`src/linear_attack_key_counter_unit_defines.svh`:
```
// ----------------------------------------------------------------------------
// Assertion macros for the linear attack key counter unit
// Wraps concurrent assertions so that synthesis builds see empty bodies.
// ----------------------------------------------------------------------------
`ifndef LINEAR_ATTACK_KEY_COUNTER_UNIT_DEFINES_SVH
`define LINEAR_ATTACK_KEY_COUNTER_UNIT_DEFINES_SVH

`ifndef SYNTH
// Property must hold at every clock edge outside reset.
`define LAKC_ASSERT(lbl, prop, msg) \
  lbl: assert property (@(posedge clk_i) disable iff (!rst_ni) (prop)) else $error(msg);
// Condition must never be true at a clock edge outside reset.
`define LAKC_ASSERT_NEVER(lbl, cond, msg) \
  lbl: assert property (@(posedge clk_i) disable iff (!rst_ni) !(cond)) else $error(msg);
`else
`define LAKC_ASSERT(lbl, prop, msg)
`define LAKC_ASSERT_NEVER(lbl, cond, msg)
`endif

`endif

```
`src/lakc_ram.sv`:
```
// ----------------------------------------------------------------------------
// Generic RAM
// One write port and one read port, read data registered.
// ----------------------------------------------------------------------------
`default_nettype none

module lakc_ram #(
  parameter int WIDTH = 16,
  parameter int DEPTH = 256
) (
  input  wire logic                     clk_i,
  input  wire logic                     we_i,
  input  wire logic [$clog2(DEPTH)-1:0] waddr_i,
  input  wire logic [WIDTH-1:0]         wdata_i,
  input  wire logic                     re_i,
  input  wire logic [$clog2(DEPTH)-1:0] raddr_i,
  output logic      [WIDTH-1:0]         rdata_o
);

  logic [WIDTH-1:0] mem_q [DEPTH];
  logic [WIDTH-1:0] rdata_q;

  always_ff @(posedge clk_i) begin
    if (we_i) begin
      mem_q[waddr_i] <= wdata_i;
    end
    if (re_i) begin
      rdata_q <= mem_q[raddr_i];
    end
  end

  assign rdata_o = rdata_q;

endmodule

`default_nettype wire

```
`config.mk`:
```
export PLATFORM = sky130hd
export DESIGN_NAME = lakc_ram
export DESIGN_NICKNAME = d
export VERILOG_FILES = /design/src/linear_attack_key_counter_unit_defines.svh /design/src/lakc_ram.sv
export SDC_FILE = /design/constraint.sdc
export NUM_CORES = 2
export LEC_CHECK = 0
export ABC_AREA = 1
export BUFFER_PORTS_ARGS = -buffer_cell sky130_fd_sc_hd__clkbuf_2
export CAP_MARGIN = 20
export CORE_AREA = 3 3 580 726
export DETAILED_ROUTE_END_ITERATION = 10
export DIE_AREA = 0 0 583 729
export PLACE_DENSITY = 0.62
export RECOVER_POWER = 50
export SETUP_SLACK_MARGIN = 0.15
export SLEW_MARGIN = 40
export SYNTH_ARGS = -nofsm -noshare
export SYNTH_HDL_FRONTEND = slang
export SYNTH_SLANG_ARGS = --single-unit
```
`constraint.sdc`:
```
create_clock -name clk_i -period 5.8 [get_ports clk_i]
set_input_delay 0.29 -clock clk_i [delete_from_list [all_inputs] [get_ports clk_i]]
set_output_delay 0.29 -clock clk_i [all_outputs]
set_load 0.01 [all_outputs]
```
; ---- Word level (Yosys, flattened, before mapping)
; Memory sizes are Yosys's and may differ from the RTL's. A register that Yosys moved wholly into a read port is not among the register bits.
; Index checks and enable logic that the tools add are counted.
[word_totals]
regBits = 0
ramBits = 4096
output_inout_bits = 16
wordCells = 3
memories = 1
[memory_table]
columns = name, depth, word_bits, read_ports, rd_clocked_by_memory_dff, wr, line_no
row1 = mem_q, 256, 16, 1, 1, 1, lakc_ram.sv:20  ; logic [WIDTH-1:0] mem_q [DEPTH];
[classes]
muxes = 2
[ops]
columns = op, n
row1 = 1-bit 2-to-1 mux, 2

; ---- Depth between registers and ports, before layout
[depth]
word_depth = 2
ltp_mapped = 15
ltp_nobuf = 11

; ---- Worst setup path before layout
; Ideal clock, no wire load.
[synth_timing]
kind = input to register
startpoint = input we_i
endpoint = memory mem_q[162][0] (enable)
setup_ps = 388
t_arrival_ps = 1742
required_ps = 5412
slack_ps = 3670
stages = 4
path_buffers = 2
cell_sequence = clkbuf_1 -> nand3_1 -> clkbuf_1 -> nor2_1
[synth_via]
elab_chain_cells = 2
[synth_rtl]
columns = element, line_no
row1 = from (decl), lakc_ram.sv:12  ; input wire logic we_i,
row2 = 1-bit 2-to-1 mux, lakc_ram.sv:24  ; if (we_i) begin
row3 = 1-bit 2-to-1 mux (not written as such), lakc_ram.sv:25  ; mem_q[waddr_i] <= wdata_i;
row4 = to (decl), lakc_ram.sv:20
; Every way passes these cells.

; ---- Worst setup path in the final report
[layout_timing]
startpoint = input wdata_i[4]
endpoint = memory mem_q[77][4], data pin
[layout_rtl]
columns = element, line_no
row1 = from (decl), lakc_ram.sv:14  ; input wire logic [WIDTH-1:0] wdata_i,
; No word-level cell before the write port.

==> qor_table.md <==
| Quantity | This run |
|---|---|
| Outcome | finished with violations |
| Failing checks | capacitance limit, slew limit |
| Min Tclk post-route | 4.42 ns |
| Proportion of synthesized chip area in sequential cells | 74.4% |
| Sort of element at the end of the critical path | flip-flop |
| Hold violation total from the final report | 0 |
| Cell types with the largest area share after synthesis | edfxtp_1, nand3_1, nand2_1, buf_2, buf_4 |
| Post-cts resize count | 0 |
| Worst slew margin relative to its limit | -203% |
| Endpoints failing setup | 0 |
| Grt met3 use | 3.23% |
| Max clock buf depth | 4 |
| Routed length per placed instance | 25.0 um |
| Number of global-route vias before repair | 101000 |
| Primary flip-flop cell chosen by synthesis mapping | edfxtp_1 |
| Cell area power density | 336 mW/mm2 |
| Overall Global Routing Usage | 22.2% |
| Global-route wire length before repair | 704000 um |
| Source-to-sink clock delay at the later pin of the worst-skew pair | 0.99 ns |
| GR Layer Usage met1 | 29.5% |
| Path type of the worst setup path | in2reg |
| Commonest cells in the netlist | nand2_1, edfxtp_1, nand3_1 |
| Post-synthesis net count | 13700 |
| Synth area leader | edfxtp_1 |
| Met2 usage in global routing | 36.3% |
| Crit path required time | 6.44 ns |
| Post-route setup slack | 1.38 ns |
| Most used standard cell by instance count after synthesis | nand2_1 |
| Violation count after the first detailed-route iteration | 13800 |
| Clock H-tree levels | 5 |
| Synth warn | 0 |
| Unrepaired setup endpoints after global routing | false |
| Cell chosen for the clock root | clkbuf_16 |
| Initial core utilization | 40.1% |
| Growth of design area from synthesis to finish | 11.8% |
| Number of search-and-repair iterations in the first detailed-routing pass | 6 |
| Clock tree from TritonCTS | yes |
| Largest net degree at the start of global routing | 180 |
| Buffers inserted during post-CTS setup optimization | 0 |
| Count of flip-flops with a built-in enable after synthesis | 4112 |
| Upper clock frequency limit | 0.226 GHz |
| Num CTS Buffers | 399 |
| Std cell rows | 264 |
| Routability cong. | 0.851 |
| Number of antenna violations at the first check in global routing | 36 |
| Sum of net half-perimeters after detailed placement | 271000 um |
| Per-instance average area after synthesis | 12.2 um2 |
| Count of vias placed by the detailed router | 108000 |
| Chip Width | 583 um |
| Hold-fix buffers, CTS | 17 |
| Setup Slack @ Placement | 1.90 ns |
| Proportion of synthesized flip-flops having asynchronous set or reset | 0% |
| # IOs | 51 |
| Max-Cap Viols | 19 |
| Worst clock skew | 0.0728 ns |
| Clock slew at the register clock pins of the worst setup and hold paths | 0.06 ns |
| Netlist Area Pre-Place | 0.166 mm2 |
| Cells after Synth | 13600 |
| Most heavily used metal layer in global routing | met2 |
| Synth top area share | 74.4% |
| Sinks on Clock Net | 4112 |
| Number of library cell types mapped by synthesis | 14 |
| Floorplan die height | 729 um |
| Fraction of the cycle the final worst path needs | 76.2% |
| Number of vias per cell | 5.58 |
| Transition time of the tightest slew-check pin | 4.54 ns |
| Residual antenna-violating net count after detailed routing | 0 |
| Worst path arrival time | 5.06 ns |
| Post-synthesis sequential element count | 4112 |
| Standby leakage power | 63.9 nW |
| Port Buf Inserts | 50 |
| Setup TNS Final | 0 ns |
| Peak supply drop | 0.270 mV |
| Final routed wirelength across all metal layers | 486000 um |
| Global-route congestion overflow total | 0 |
| Nets@finish | 13600 |
| Count of final max-slew check failures | 969 |
| Startpoint type of the worst setup path | input pin |
| Core area | 0.414 mm2 |
| Min-delay worst type | in2reg |
| Tot Pwr | 62.4 mW |
| Layout cells sized above 1 | 7.28% |
| Critical path peak fanout | 63 |
| Die Footprint | 0.425 mm2 |
| Drt drc | 0 |
-- final cells by class --
class | instances | area [um2]
Fill cell | 36700 | 228000
Sequential cell | 4112 | 123000
Multi-Input combinational cell | 8529 | 37300
Clock buffer | 495 | 10400
Tap cell | 5453 | 6820
Timing Repair Buffer | 521 | 4840
Clock inverter | 226 | 2390
Inverter | 39 | 204
Antenna cell | 21 | 52.6
-- power by group --
| part | total [mW] | switching, mW | internal, mW |
|---|---|---|---|
| Combinational | 3.85 | 2.97 | 0.872 |
| Clock | 25.7 | 11.3 | 14.4 |
| Sequential | 32.8 | 0.0489 | 32.8 |
| Total | 62.4 | 14.3 | 48.1 |
-- sequential cells by signal (all words and copies together) (netlist names) --
register	cells
rdata_o	16
mem_q	4096
-- worst max-delay path, stage by stage --
cell and delay (ns):
dlygate4sd3_1 0.52, clkbuf_1 2.95, buf_4 1.05
-- final timing paths --
kind | endpoint | start | depth (start not counted) | slack, ns
setup / recovery | mem_q[77][4] | wdata_i[4] | 3 | 1.38
hold / removal | rdata_o[12] | raddr_i[7] | 3 | 0.15
setup reg to reg | rdata_o[8] | mem_q[215][8] | 10 | 3.29
hold reg to reg | rdata_o[8] | mem_q[22][8] | 10 | 1.07
-- placed cells by master (no fill, tap or decap), types with 8 or more instances in the layout --
cell and count:
edfxtp_1 4112, clkbuf_2 27, nand2_1 4193, clkbuf_1 168, inv_1 32, clkbuf_16 401, buf_4 304, nand3_1 4035
diode_2 21, buf_8 8, buf_16 12, clkinv_16 9, clkinv_2 64, clkinv_1 91, nor2_1 261, nor2_4 18
inv_16 9, buf_12 73, bufinv_16 37, dlygate4sd3_1 17, nand2_2 15
-- metal layers --
metal,wire length [um],part of all wire [%]
met1,188000,39
met2,235000,48
met3,39700,8.2
met4,22700,4.7
met5,101,0.021
-- kinds of logic (layout without fill, tap and decap cells) --
kind of cell           after synthesis  in the layout  synth area share (%)
other                                0             21                     0
and+or+nand+nor                   8529           8529                  22.3
DFF                               4112           4112                  74.4
buffers and inverters              976           1281                  3.21
-- per-stage QoR --
stage | utilization (%) | area (um2) | hold WS [ns] | std cells
after floorplan | - | 166000 | 0.389 | 13600
after global placement | 41.6 | 172000 | 0.796 | 18600
after detailed placement | 41.7 | 173000 | 0.730 | 18600
after CTS | 44.8 | 186000 | 0.0950 | 19400
after global routing | 44.8 | 185000 | 0.202 | 19400
final | 44.8 | 185000 | 0.151 | 19400
(Power assumes the default switching activity.)
